## config.mk

```make
export PLATFORM = sky130hd
export DESIGN_NAME = srecord_stream_parser_core
export DESIGN_NICKNAME = d
export VERILOG_FILES = /design/src/srec_pkg.sv /design/src/srecord_stream_parser_core.sv
export SDC_FILE = /design/constraint.sdc
export NUM_CORES = 1
export LEC_CHECK = 0
export BUFFER_PORTS_ARGS = -buffer_cell sky130_fd_sc_hd__buf_2
export CORE_AREA = 2 2 136 138
export DETAILED_ROUTE_END_ITERATION = 12
export DIE_AREA = 0 0 138 140
export GPL_TIMING_DRIVEN = 0
export PLACE_DENSITY = 0.85
export SETUP_SLACK_MARGIN = 0.1
export SLEW_MARGIN = 20
export SYNTH_ARGS = -nofsm -noshare
export SYNTH_HDL_FRONTEND = slang
export SYNTH_SLANG_ARGS = --single-unit
```

## constraint.sdc

```tcl
create_clock -name clk -period 5.2 [get_ports clk]
set_input_delay 0 -clock clk [delete_from_list [all_inputs] [get_ports clk]]
set_output_delay 0 -clock clk [all_outputs]
set_load 0.02 [all_outputs]
```

## src/srec_pkg.sv

```systemverilog
// Package for the S-record stream parser: payload structs, result kind codes,
// character constants and the hex digit decoder.
// No dependencies.
package srec_pkg;

  // Result kinds, as carried in the kind field of a result.
  localparam logic [2:0] KIND_DATA      = 3'd0;
  localparam logic [2:0] KIND_COMMIT    = 3'd1;
  localparam logic [2:0] KIND_START     = 3'd2;
  localparam logic [2:0] KIND_END       = 3'd3;
  localparam logic [2:0] KIND_CSUM_ERR  = 3'd4;
  localparam logic [2:0] KIND_BAD_TYPE  = 3'd5;
  localparam logic [2:0] KIND_TRUNCATED = 3'd6;
  localparam logic [2:0] KIND_SHORT     = 3'd7;

  localparam logic [7:0]  CHAR_S       = 8'h53;
  localparam logic [7:0]  CHAR_NEWLINE = 8'h0A;
  localparam logic [15:0] COUNT_MIN    = 16'd5;
  localparam logic [15:0] LINE_MAX     = 16'hFFFF;
  localparam logic [3:0]  TYPE_DATA32  = 4'd3;
  localparam logic [3:0]  TYPE_START32 = 4'd7;

  typedef struct packed {
    logic [7:0] text_char;
    logic       end_of_text;
  } in_t;

  typedef struct packed {
    logic [2:0]  kind;
    logic [31:0] record_address;
    logic [15:0] byte_offset;
    logic [7:0]  byte_value;
    logic [15:0] record_length;
    logic [3:0]  record_kind;
    logic [15:0] line_number;
  } out_t;

  // Any character that is not a hex digit decodes as zero.
  function automatic logic [3:0] hex_value(input logic [7:0] c);
    logic [3:0] v;
    v = 4'd0;
    if (c >= 8'h30 && c <= 8'h39) begin
      v = c[3:0];
    end else if ((c >= 8'h41 && c <= 8'h46) || (c >= 8'h61 && c <= 8'h66)) begin
      v = c[3:0] + 4'd9;
    end
    return v;
  endfunction

endpackage

```

## src/srecord_stream_parser_core.sv

```systemverilog
// Top level of the S-record stream parser: decodes one character per transfer
// and registers at most one result per character.
// Depends on srec_pkg.
//
//   channel | direction | handshake              | payload
//   --------+-----------+------------------------+---------------------
//   input   | in        | in_valid / in_ready    | srec_pkg::in_t
//   result  | out       | out_valid / out_ready  | srec_pkg::out_t
//   config  | in        | cfg_valid / cfg_ready  | cfg_data (wide_count)
//
// One character is taken every cycle unless the output stalls; its result,
// if any, appears in the cycle after the transfer, in the single output register.
// A new character is taken whenever that register is empty or is being read
// in the same cycle, so a stalled output stalls the input after one result.
// Synchronous reset returns the parser to the search for 'S' with line one;
// after any error or the end of text the parser ignores input until reset.
// Configuration writes are always taken.
module srecord_stream_parser_core (
  input  logic           clk,
  input  logic           rst,
  input  logic           in_valid,
  output logic           in_ready,
  input  srec_pkg::in_t  in_data,
  output logic           out_valid,
  input  logic           out_ready,
  output srec_pkg::out_t out_data,
  input  logic           cfg_valid,
  output logic           cfg_ready,
  input  logic           cfg_data
);
  import srec_pkg::*;

  typedef enum logic [2:0] {
    PH_HUNT,
    PH_TYPE,
    PH_COUNT,
    PH_ADDR,
    PH_DATA,
    PH_CSUM
  } phase_t;

  phase_t      phase, phase_next;
  logic        wide_count;
  logic        halted, halted_next;
  logic [3:0]  high_nybble, high_nybble_next;
  logic        nybble_pos, nybble_pos_next;
  logic [7:0]  running_sum, running_sum_next;
  logic [15:0] count_value, count_value_next;
  logic [31:0] address_value, address_value_next;
  logic [15:0] field_count, field_count_next;
  logic [3:0]  type_digit, type_digit_next;
  logic [15:0] line_counter, line_counter_next;

  logic        fire;
  logic        emit;
  out_t        result;
  logic [7:0]  byte_in;
  logic [7:0]  sum_in;
  logic [15:0] field_inc;
  logic [15:0] rec_len;
  logic [15:0] count_in;

  assign in_ready  = !out_valid || out_ready;
  assign cfg_ready = 1'b1;
  assign fire      = in_valid && in_ready;

  assign byte_in   = {high_nybble, hex_value(in_data.text_char)};
  assign sum_in    = running_sum + byte_in;
  assign field_inc = field_count + 16'd1;
  assign rec_len   = count_value - COUNT_MIN;
  assign count_in  = {count_value[7:0], byte_in};

  always_comb begin
    phase_next         = phase;
    halted_next        = halted;
    high_nybble_next   = high_nybble;
    nybble_pos_next    = nybble_pos;
    running_sum_next   = running_sum;
    count_value_next   = count_value;
    address_value_next = address_value;
    field_count_next   = field_count;
    type_digit_next    = type_digit;
    line_counter_next  = line_counter;
    emit               = 1'b0;
    result             = '0;
    result.line_number = line_counter;

    if (fire && !halted) begin
      if (in_data.end_of_text) begin
        halted_next = 1'b1;
        emit        = 1'b1;
        if (phase == PH_HUNT) begin
          result.kind = KIND_END;
        end else begin
          result.kind        = KIND_TRUNCATED;
          result.record_kind = type_digit;
        end
      end else if (phase == PH_HUNT) begin
        if (in_data.text_char == CHAR_NEWLINE && line_counter != LINE_MAX) begin
          line_counter_next = line_counter + 16'd1;
        end
        if (in_data.text_char == CHAR_S) begin
          phase_next         = PH_TYPE;
          running_sum_next   = 8'd1;
          count_value_next   = '0;
          address_value_next = '0;
          field_count_next   = '0;
          nybble_pos_next    = 1'b0;
          high_nybble_next   = '0;
        end
      end else if (phase == PH_TYPE) begin
        type_digit_next = hex_value(in_data.text_char);
        phase_next      = PH_COUNT;
      end else if (!nybble_pos) begin
        high_nybble_next = hex_value(in_data.text_char);
        nybble_pos_next  = 1'b1;
      end else begin
        // Second digit of a byte: the byte is complete and joins the checksum.
        nybble_pos_next  = 1'b0;
        running_sum_next = sum_in;
        unique case (phase)
          PH_COUNT: begin
            count_value_next = count_in;
            // The count width is taken from the register as it stands now.
            if (field_inc >= (wide_count ? 16'd2 : 16'd1)) begin
              field_count_next = '0;
              if (count_in < COUNT_MIN) begin
                halted_next        = 1'b1;
                emit               = 1'b1;
                result.kind        = KIND_SHORT;
                result.record_kind = type_digit;
              end else begin
                phase_next = PH_ADDR;
              end
            end else begin
              field_count_next = field_inc;
            end
          end
          PH_ADDR: begin
            address_value_next = {address_value[23:0], byte_in};
            if (field_inc >= 16'd4) begin
              field_count_next = '0;
              phase_next       = (rec_len == 16'd0) ? PH_CSUM : PH_DATA;
            end else begin
              field_count_next = field_inc;
            end
          end
          PH_DATA: begin
            if (type_digit == TYPE_DATA32) begin
              emit                  = 1'b1;
              result.kind           = KIND_DATA;
              result.record_address = address_value;
              result.byte_offset    = field_count;
              result.byte_value     = byte_in;
              result.record_length  = rec_len;
              result.record_kind    = type_digit;
            end
            if (field_inc >= rec_len) begin
              field_count_next = '0;
              phase_next       = PH_CSUM;
            end else begin
              field_count_next = field_inc;
            end
          end
          PH_CSUM: begin
            phase_next            = PH_HUNT;
            emit                  = 1'b1;
            result.record_address = address_value;
            result.record_length  = rec_len;
            result.record_kind    = type_digit;
            // The checksum is judged before the record type.
            priority if (sum_in != 8'd0) begin
              halted_next = 1'b1;
              result.kind = KIND_CSUM_ERR;
            end else if (type_digit == TYPE_DATA32) begin
              result.kind = KIND_COMMIT;
            end else if (type_digit == TYPE_START32) begin
              result.kind = KIND_START;
            end else begin
              halted_next = 1'b1;
              result.kind = KIND_BAD_TYPE;
            end
          end
          default: begin
            phase_next = PH_HUNT;
          end
        endcase
      end
    end
  end

  always_ff @(posedge clk) begin
    if (rst) begin
      phase        <= PH_HUNT;
      halted       <= 1'b0;
      nybble_pos   <= 1'b0;
      running_sum  <= 8'd1;
      field_count  <= '0;
      line_counter <= 16'd1;
      type_digit   <= '0;
      wide_count   <= 1'b0;
      out_valid    <= 1'b0;
    end else begin
      phase        <= phase_next;
      halted       <= halted_next;
      nybble_pos   <= nybble_pos_next;
      running_sum  <= running_sum_next;
      field_count  <= field_count_next;
      line_counter <= line_counter_next;
      type_digit   <= type_digit_next;
      if (cfg_valid && cfg_ready) begin
        wide_count <= cfg_data;
      end
      if (fire) begin
        out_valid <= emit;
      end else if (out_ready) begin
        out_valid <= 1'b0;
      end
    end
  end

  // Record fields are always loaded at 'S' before they are used.
  always_ff @(posedge clk) begin
    high_nybble   <= high_nybble_next;
    count_value   <= count_value_next;
    address_value <= address_value_next;
    if (fire && emit) begin
      out_data <= result;
    end
  end

`ifndef SYNTH
  a_halt_sticky : assert property (@(posedge clk) disable iff (rst)
    halted |=> halted)
    else $error("halt released without reset");

  a_no_result_when_halted : assert property (@(posedge clk) disable iff (rst)
    (halted && !out_valid) |=> !out_valid)
    else $error("result produced while halted");

  a_error_halts : assert property (@(posedge clk) disable iff (rst)
    (out_valid && (out_data.kind == KIND_END || out_data.kind == KIND_CSUM_ERR ||
                   out_data.kind == KIND_BAD_TYPE || out_data.kind == KIND_TRUNCATED ||
                   out_data.kind == KIND_SHORT)) |-> halted)
    else $error("terminal result without halt");

  a_offset_in_record : assert property (@(posedge clk) disable iff (rst)
    (out_valid && out_data.kind == KIND_DATA) |->
      (out_data.byte_offset < out_data.record_length &&
       out_data.record_kind == TYPE_DATA32))
    else $error("data byte outside its record");

  a_byte_aligned : assert property (@(posedge clk) disable iff (rst)
    (phase == PH_HUNT || phase == PH_TYPE) |-> !nybble_pos)
    else $error("half byte pending outside a byte field");
`endif

endmodule

```

==> run summary, run 1 <==
FF+latch count, synth -> 198
RSZ-0062 raised after global routing -> no
Post-route ant nets -> 0
Pre-CTS WS -> 0.622 ns
Top post-synthesis cells by count -> 147 x edfxtp_1, 92 x and2_1, 92 x nor2_1
Placed cell area -> 10200 um^2
Fraction of layout cells with a size suffix above 1 -> 17.9%
WP data arrival -> 5.05 ns
Area of the mapped netlist -> 9300 um^2
Layout Skew -> 0.0133 ns
Gp weighted congestion -> 0.879
Largest cells by area after synthesis -> edfxtp_1 47%, dfxtp_1 11%, and2_1 6.2%, ha_1 4.7%, nor2_1 3.7%
DRC viols -> 0
Min cycle time layout -> 4.68 ns
Simple-gate portion of the synthesized area -> 20.0%
Max FO, Critical Path -> 10
Initial DRC Count -> 537
Int Pwr -> 2.38 mW
Hold WC Path Type -> in2reg
Post-route cell area -> 10900 um^2
Peak Freq -> 0.213 GHz
Switching share of power -> 23.6%
Core area -> 17800 um^2
DR vias/cell -> 5.57
Most frequent cell after synthesis -> edfxtp_1
DP HPWL -> 14.2 mm
Die area -> 19300 um^2
Post-synth EDFFs -> 147
Flop pwr share -> 54.8%
Max-slew violation total from the final report -> 0
Die W -> 138 um
Total track usage -> 21.2%
Synth Area in Compound Gates -> 9.81%
Clock share of power -> 41.5%
Largest net degree at the start of global routing -> 61
Worst VDD drop -> 0.236 mV
Max_cap viols -> 0
# rows -> 49
Worst rel slew slack -> 44.9%
CTS clk-pin slew, worst paths -> 0.07 ns
CP Class -> reg2reg
Slowest stage delay, CP -> 0.62 ns
IO Count -> 113
Post-synthesis net count -> 870
Largest family of logic cells by synthesized area -> simple AND/OR/NAND/NOR gates
Post-synthesis average cell area -> 11.4 um^2
Setup bufs post-CTS -> 0
CTS Root Cell -> clkbuf_16
Register area -> 5440 um^2
Area of the multi-input gates -> 3620 um^2
Worst setup SP type -> flip-flop
Number of hold buffers added after CTS -> 4
Drt wl/cell -> 16.7 um
Nets -> 1008
Multiplexer area fraction after synthesis -> 0.646%
Fin crit share -> 90.1%
Routed via count -> 6682
Post-CTS sizing -> 0
Final hold viol count -> 0
Post-synthesis instance total -> 819
Number of buffers created by CTS -> 17
Yosys Warn Count -> 0
Crit-path slowest cell -> or4_1
Leak pwr -> 4.30 nW
Drt first pass iters -> 5
Reg-to-reg startpoint -> count_value[3]$_SDFFCE_PP0P_
Synth area leader -> edfxtp_1
Worst-Skew Late Latency -> 0.44 ns
CP endpoint kind -> flip-flop
Hold_sp -> in_data[1]
Filler cells -> 1438
Synth-to-layout area growth -> 16.8%
Register area share after synthesis -> 58.5%
Critical path buffers and inverters -> 1
H-tree depth -> 4
CTS sink count -> 198
Die height -> 140 um
Initial core utilization -> 52.3%
P_sw -> 0.734 mW
Antenna violations before repair -> 0
CP Launch Point -> count_value[3]$_SDFFCE_PP0P_
# diodes -> 0
Logic pwr share -> 3.6%
Worst slew pin tran -> 0.814 ns
Vias in the first global route -> 6428
First-pass GRT wire length -> 32.9 mm
Run status -> finished, final reports clean
Port Buffers -> 110
Adder-Cell Fraction of Synth Area -> 4.93%
Power Total -> 3.11 mW
CTS tree -> built
Cells along the critical path -> or4_1 > nor2_1 > nand3b_1 > nor3b_1 > xnor2_1 > ha_1 > a2111oi_0 > o211ai_1 > a21oi_1 > o21ai_0 > a221oi_4 > buf_2 > o21ai_0 > a21oi_1
Endpoints failing setup -> 0
Fraction of registers with async set/reset -> 0%
Share of the synthesized area in the top cell type -> 47.5%
Xor-xnor portion of the synthesized cell area -> 3.30%
Final wirelength -> 20.0 mm
Final worst setup slack -> 0.515 ns
Pwr per Cell Area -> 287 nW/um^2
Largest buffer count on any clock path -> 2
Post-synth top flop -> edfxtp_1
Cell class contributing the biggest share of worst-path delay -> compound AO/OA/AOI/OAI gates
Netlist cell types -> 67
CP Data Required Time -> 5.56 ns
GR Overflow Total -> 0
==> tightest hold or removal path, delay by kind of cell <==
| kind | cells | cell delay [ns] |
|---|---|---|
| AOI/OAI and AO/OA | 1 | 0.14 |
| buffers and inverters | 1 | 0.13 |
| and+or+nand+nor | 1 | 0.12 |
==> path summary, 6_finish.rpt <==
path / endpoint / slack [ns] / cells after the start
max: field_count[5]$_SDFFE_PP0P_ / 0.52 / 14
min: out_data[36]$_SDFFCE_PP0P_ / 0.07 / 3
max reg2reg: field_count[5]$_SDFFE_PP0P_ / 0.52 / 14
min reg2reg: out_data[15]$_DFFE_PP_ / 0.48 / 0
==> stage by stage <==
step / hold slack, ns / setup TNS [ns] / cells / utilization (%)
finish: 0.0715 / 0 / 1199 / 61.1
detailed placement: 0.261 / 0 / 1163 / 57.6
CTS: 0.0618 / 0 / 1199 / 61.1
global route: 0.126 / 0 / 1199 / 61.1
floorplan: 0.147 / 0 / 819 / -
global placement: 0.253 / -86.11 / 1158 / 57.0
==> kinds of logic (layout without fill, tap and decap cells) <==
group	Yosys count	after routing
and+or+nand+nor	345	345
adders and majority gates	36	36
buffers and inverters	64	215
other	1	1
AOI/OAI and AO/OA	134	134
muxes	6	6
DFF	198	198
xor gates and xnor gates	35	35
==> cell usage in the layout, fill, tap and decap left out, drive strengths merged, types with 6 or more instances in the layout <==
cell type  count
nor4          13
nand4         13
xor2          15
edfxtp       147
mux2i          6
clkinv         7
a31oi         12
nor3          12
buf          128
a21oi         30
a22oi         14
nand2b         7
dfxtp         51
and3           8
o21ai         26
inv           36
xnor2         20
clkbuf        40
a211oi         9
and2          92
nand2         38
nand3         19
nor2          92
ha            35
or3           14
nor2b          9
==> flip-flops by register name, indices dropped and copies added, names as in the netlist <==
name and cells:
address_value 32, running_sum 8, field_count 16, count_value 16, high_nybble 4, line_counter 16, out_data 95, phase 3
type_digit 4, nybble_pos 1, halted 1, wide_count 1, out_valid 1
==> power groups by stage <==
stage	Sequential (mW)	Combinational (mW)	Clock (mW)
finish	1.71	0.113	1.29
global placement	1.75	0.105	0
detailed placement	1.74	0.111	0
global route	1.71	0.123	1.37
floorplan	1.77	0.0402	0
CTS	1.71	0.114	1.31
==> per-layer routing <==
layer / vias up / track usage, % / wire length, um
li1: 3259 / - / -
met1: 3199 / 29.5 / 9140
met2: 199 / 33.8 / 9470
met3: 25 / 4.10 / 1130
met4: 0 / 6.93 / 300
met5: - / 0 / 0
==> cell type report <==
| cell class | instances | share of cell area, % |
|---|---|---|
| well taps | 229 | 2.64 |
| clock buffers | 17 | 3.92 |
| multi-input cells | 557 | 33.4 |
| repair buffers | 119 | 6.11 |
| plain buffers | 36 | 1.48 |
| inverters | 28 | 0.991 |
| flip-flops and latches | 198 | 50.1 |
| clock inverters | 15 | 1.44 |
No activity file was read; power rests on OpenSTA's default activity.
==> run 2: changes to the inputs <==
- BUFFER_PORTS_ARGS: -buffer_cell sky130_fd_sc_hd__buf_2 -> not set
- CELL_PAD_IN_SITES_DETAIL_PLACEMENT: not set -> 0
- CELL_PAD_IN_SITES_GLOBAL_PLACEMENT: not set -> 1
- CORE_AREA: 2 2 136 138 -> 2 2 146 148
- DIE_AREA: 0 0 138 140 -> 0 0 148 150
- DONT_BUFFER_PORTS: not set -> 1
- PLACE_DENSITY: 0.85 -> 0.84
==> run 2 against run 1 <==
Against the previous run: worst hold slack worse by 0.036 ns; cell area is 3.9% lower; power hardly changed; register-to-register slack better by 0.08 ns; clock skew is 0.0050 ns higher; sequential power hardly changed; critical endpoint is now field_count[8]$_SDFFE_PP0P_; largest cell class unchanged.
==> run summary, run 2 (same netlist as run 1, synthesis figures left out) <==
CTS sink count -> 198
Drt wl/cell -> 17.5 um
Final wirelength -> 19.9 mm
Worst setup SP type -> flip-flop
# rows -> 53
Peak Freq -> 0.217 GHz
Initial DRC Count -> 374
Port Buffers -> 0
Fraction of layout cells with a size suffix above 1 -> 7.75%
P_sw -> 0.736 mW
Initial core utilization -> 44.9%
Die W -> 148 um
Vias in the first global route -> 5710
DRC viols -> 0
Clock share of power -> 42.1%
Endpoints failing setup -> 0
Worst slew pin tran -> 0.893 ns
Die height -> 150 um
Largest buffer count on any clock path -> 2
Cell class contributing the biggest share of worst-path delay -> simple AND/OR/NAND/NOR gates
Max FO, Critical Path -> 7
Gp weighted congestion -> 0.844
Hold slack -> 0.0359 ns
GR Overflow Total -> 0
Final worst setup slack -> 0.596 ns
CTS Root Cell -> clkbuf_16
Top flop regs -> out_data (95), address_value (32)
Int Pwr -> 2.38 mW
Routed via count -> 6108
Fin crit share -> 88.5%
IO Count -> 113
CTS clk-pin slew, worst paths -> 0.08 ns
Logic pwr share -> 2.1%
Nets -> 903
Power Total -> 3.11 mW
Drt first pass iters -> 5
Commonest non-fill, non-tap cell in the layout -> edfxtp_1
Critical path buffers and inverters -> 1
H-tree depth -> 4
Max reg flops -> 95
CTS tree -> built
CP Data Required Time -> 5.57 ns
Final hold viol count -> 0
Antenna violations before repair -> 0
Hold WC Path Type -> in2reg
Post-route ant nets -> 0
R2R Setup Slk -> 0.60 ns
Number of buffers created by CTS -> 17
CP endpoint kind -> flip-flop
Flop pwr share -> 55.8%
Max-slew violation total from the final report -> 0
Worst-Skew Late Latency -> 0.44 ns
DP HPWL -> 14.5 mm
Pwr per Cell Area -> 298 nW/um^2
Largest net degree at the start of global routing -> 62
WP data arrival -> 4.97 ns
Pre-CTS WS -> 0.513 ns
Layout Skew -> 0.0184 ns
CP Class -> reg2reg
First-pass GRT wire length -> 31.4 mm
DR vias/cell -> 5.36
Cells along the critical path -> or4_1 > nor2_1 > nand3b_1 > nor3b_1 > xnor2_1 > ha_1 > a2111oi_1 > o211ai_1 > a21oi_2 > o21ai_0 > a221oi_4 > buf_4 > or3b_1 > a31oi_1
Core area -> 20700 um^2
Min cycle time layout -> 4.60 ns
Die area -> 22200 um^2
# diodes -> 0
Switching share of power -> 23.6%
Leak pwr -> 3.83 nW
Slowest stage delay, CP -> 0.63 ns
Run status -> finished, final reports clean
Crit-path slowest cell -> or4_1
Worst rel slew slack -> 39.6%
Max_cap viols -> 0
RSZ-0062 raised after global routing -> no
Worst VDD drop -> 0.208 mV
Top reg by flops -> out_data
Most frequent cells in the layout -> 147 x edfxtp_1, 92 x nor2_1, 92 x and2_1, 51 x dfxtp_1, 38 x nand2_1
Total track usage -> 18.3%
Synth-to-layout area growth -> 12.2%
[run 2: final cells by class]
class | instances | area, um^2
repair buffers | 14 | 158
multi-input cells | 557 | 3630
clock inverters | 15 | 176
fillers | 1850 | 10300
flip-flops and latches | 198 | 5440
clock buffers | 17 | 425
well taps | 275 | 344
inverters | 28 | 108
plain buffers | 36 | 160
[run 2: worst paths after layout]
path,startpoint,end,depth (start not counted)
worst max register to register,count_value[3]$_SDFFCE_PP0P_,field_count[8]$_SDFFE_PP0P_,14
worst min-delay path,in_data[7],line_counter[0]$_SDFFE_PP1P_,5
worst max-delay path,count_value[3]$_SDFFCE_PP0P_,field_count[8]$_SDFFE_PP0P_,14
worst min register to register,line_counter[8]$_SDFFE_PP0P_,out_data[8]$_DFFE_PP_,0
[run 2: worst register-to-register path, delay by kind of cell, from the launching register on]
kind,cells,cell delay (ns)
simple gates,5,1.66
compound gates,6,1.55
buf+inv,1,0.21
fa+ha+maj,1,0.35
flops,1,0.49
xor+xnor,1,0.28
[run 2: through the flow]
stage | cells | setup TNS, ns | area, um^2 | util (%)
after floorplan | 819 | 0 | 9300 | -
after global placement | 1094 | -98.29 | 9650 | 46.6
after detailed placement | 1099 | 0 | 9740 | 47.1
after CTS | 1138 | 0 | 10400 | 50.3
after global routing | 1140 | 0 | 10400 | 50.4
final | 1140 | 0 | 10400 | 50.4
[run 2: timing repair]
action                                  CTS  global route
endpoints found under the setup margin    0            10
resized for setup                         0             2
hold buffers                              7             0
hold endpoints to repair                 10             0
setup buffers                             0             2
[run 2: routing by layer]
metal	up-vias	GRT usage, %	wire length [um]
met5	-	0	0
met4	0	4.33	185
met3	26	4.82	942
met2	140	27.8	9000
met1	2896	26.4	9820
li1	3046	-	-
[run 2: power groups by stage]
stage          Clock [mW]  Combinational, mW  Sequential, mW
2_1_floorplan           0             0.0402            1.77
3_5_place_dp            0             0.0614            1.77
3_3_place_gp            0             0.0567            1.78
6_report             1.31             0.0658            1.74
5_1_grt              1.39             0.0727            1.74
4_1_cts              1.34             0.0665            1.74
==> run 3: changes to the inputs <==
- MAX_ROUTING_LAYER: not set -> met4
- PLACE_DENSITY: 0.84 -> not set
- PLACE_DENSITY_LB_ADDON: not set -> 0.1
==> run 3 against run 2 <==
Against the previous run: die area stayed put; utilization about the same; routed wire length up 5.9%; critical endpoint unchanged; power rose by 1.9%; register-to-register slack lost 0.07 ns; via count rose by 2.7%; combinational power barely moved; first-iteration DRC count up 20%.
==> run summary, run 3 (same netlist as run 1, synthesis figures left out) <==
Top reg by flops -> out_data
Top flop regs -> out_data (95), address_value (32)
Port Buffers -> 0
Core area -> 20700 um^2
H-tree depth -> 4
Cells along the critical path -> or4_1 > nor2_1 > nand3b_1 > nor3b_1 > xnor2_1 > ha_1 > a2111oi_1 > o211ai_1 > a21oi_2 > o21ai_0 > a221oi_4 > buf_4 > or3b_1 > a31oi_1
Antenna violations before repair -> 0
Placed Cells -> 1098
Hold slack -> 0.0239 ns
Layout Skew -> 0.0142 ns
Final hold viol count -> 0
Number of buffers created by CTS -> 17
Commonest non-fill, non-tap cell in the layout -> edfxtp_1
# diodes -> 0
Routed via count -> 6275
CTS clk-pin slew, worst paths -> 0.07 ns
Vias in the first global route -> 6041
Reg2reg path depth -> 14
R2R Setup Slk -> 0.52 ns
GR Overflow Total -> 0
Reg-to-reg startpoint -> count_value[3]$_SDFFCE_PP0P_
IO Count -> 113
Max FO, Critical Path -> 8
Most frequent cells in the layout -> 147 x edfxtp_1, 92 x nor2_1, 92 x and2_1, 51 x dfxtp_1, 38 x nand2_1
Worst r2r dst -> field_count[8]$_SDFFE_PP0P_
Nets -> 900
CP Class -> reg2reg
Initial DRC Count -> 449
Min cycle time layout -> 4.68 ns
Pre-CTS WS -> 0.384 ns
Run status -> finished, final reports clean
Slowest stage delay, CP -> 0.62 ns
DR vias/cell -> 5.52
Largest net degree at the start of global routing -> 54
CP endpoint kind -> flip-flop
WP data arrival -> 5.03 ns
CTS tree -> built
Die W -> 148 um
DRC viols -> 0
CTS sink count -> 198
Sum of negative setup slack -> 0 ns
First-pass GRT wire length -> 33.3 mm
Worst rel slew slack -> 43.3%
Gp weighted congestion -> 0.833
Post-route cell area -> 10400 um^2
Hold WC Path Type -> in2reg
Fin crit share -> 89.9%
Post-route ant nets -> 0
Leak pwr -> 3.83 nW
Final wirelength -> 21.1 mm
DP HPWL -> 15.5 mm
Initial core utilization -> 44.9%
Total track usage -> 20.0%
Worst setup SP type -> flip-flop
Synth-to-layout area growth -> 12.2%
Peak Freq -> 0.214 GHz
WHS Endpoint -> halted$_SDFFE_PP0P_
Die height -> 150 um
RSZ-0062 raised after global routing -> no
CP Launch Point -> count_value[3]$_SDFFCE_PP0P_
Worst VDD drop -> 0.248 mV
Endpoints failing setup -> 0
Crit-path slowest cell -> or4_1
Hold path depth -> 4
Worst slew pin tran -> 0.839 ns
Fin cells -> 1137
Hold_sp -> in_valid
Max-slew violation total from the final report -> 0
Drt wl/cell -> 18.6 um
# rows -> 53
Filler cells -> 1890
Drt first pass iters -> 5
Placed cell area -> 9730 um^2
CP Data Required Time -> 5.55 ns
Largest buffer count on any clock path -> 2
Max_cap viols -> 0
CTS Root Cell -> clkbuf_16
Die area -> 22200 um^2
Max reg flops -> 95
Fraction of layout cells with a size suffix above 1 -> 7.66%
Final worst setup slack -> 0.524 ns
Worst-Skew Late Latency -> 0.44 ns
Pwr per Cell Area -> 304 nW/um^2
-- run 3: cell count changes in the layout (fill, tap and decap cells not counted), sizes merged --
cell,change
buf,-2
dlygate4sd3,-1
inv,-1
clkinvlp,-1
clkinv,+2
-- run 3: per-stage QoR --
stage          total power, mW  util, %
2_1_floorplan             1.81        -
3_3_place_gp              1.83     46.6
3_5_place_dp              1.84     47.0
4_1_cts                   3.20     50.4
5_1_grt                   3.28     50.4
6_report                  3.17     50.4
-- run 3: critical path, delay by kind of cell (launching register included) --
family                   cells  cell delay [ns]
flip-flops                   1             0.48
adder cells (fa/ha/maj)      1             0.36
buffers and inverters        1             0.21
AND/OR/NAND/NOR              5             1.64
XOR/XNOR                     1             0.28
AO/OA/AOI/OAI                6             1.62
-- run 3: how the worst max path moves through the flow --
stage | end | slack [ns] | cells past startpoint
after floorplan | out_data[0]$_DFFE_PP_ | 0.61 | 11
after global placement | out_data[83]$_SDFFCE_PP0P_ | -0.91 | 10
after detailed placement | field_count[11]$_SDFFE_PP0P_ | 0.38 | 14
after CTS | field_count[11]$_SDFFE_PP0P_ | 0.31 | 14
after global routing | field_count[8]$_SDFFE_PP0P_ | 0.16 | 14
final | field_count[8]$_SDFFE_PP0P_ | 0.52 | 14
-- run 3: power by group --
group | leakage (nW) | switching [mW] | internal, mW
sequential | 1.85 | 0.0320 | 1.70
combinational | 1.68 | 0.0470 | 0.0188
clock | 0.301 | 0.700 | 0.670
total | 3.83 | 0.779 | 2.39
-- run 3: final cells by class --
class	count	area (um^2)	share of cell area, %
buffer	36	160	1.53
clock buffer	17	425	4.08
clock inverter	15	211	2.03
inverter	28	108	1.03
multi-input combinational	557	3630	34.8
sequential	198	5440	52.1
tap	275	344	3.30
timing repair buffer	11	125	1.20
-- run 3: layer usage --
layer	GRT usage, %	vias to the layer above	wire [um]
met5	-	-	0
met4	5.24	0	257
met3	3.81	23	891
met2	30.8	172	9800
met1	27.5	3046	10200
li1	-	3034	-
-- run 3: repair_timing --
item / CTS / global route
hold buffers: 6 / 0
setup buffers: 0 / 1
setup endpoints to repair: 0 / 12
hold endpoints to repair: 10 / 0
gates resized for setup: 0 / 2
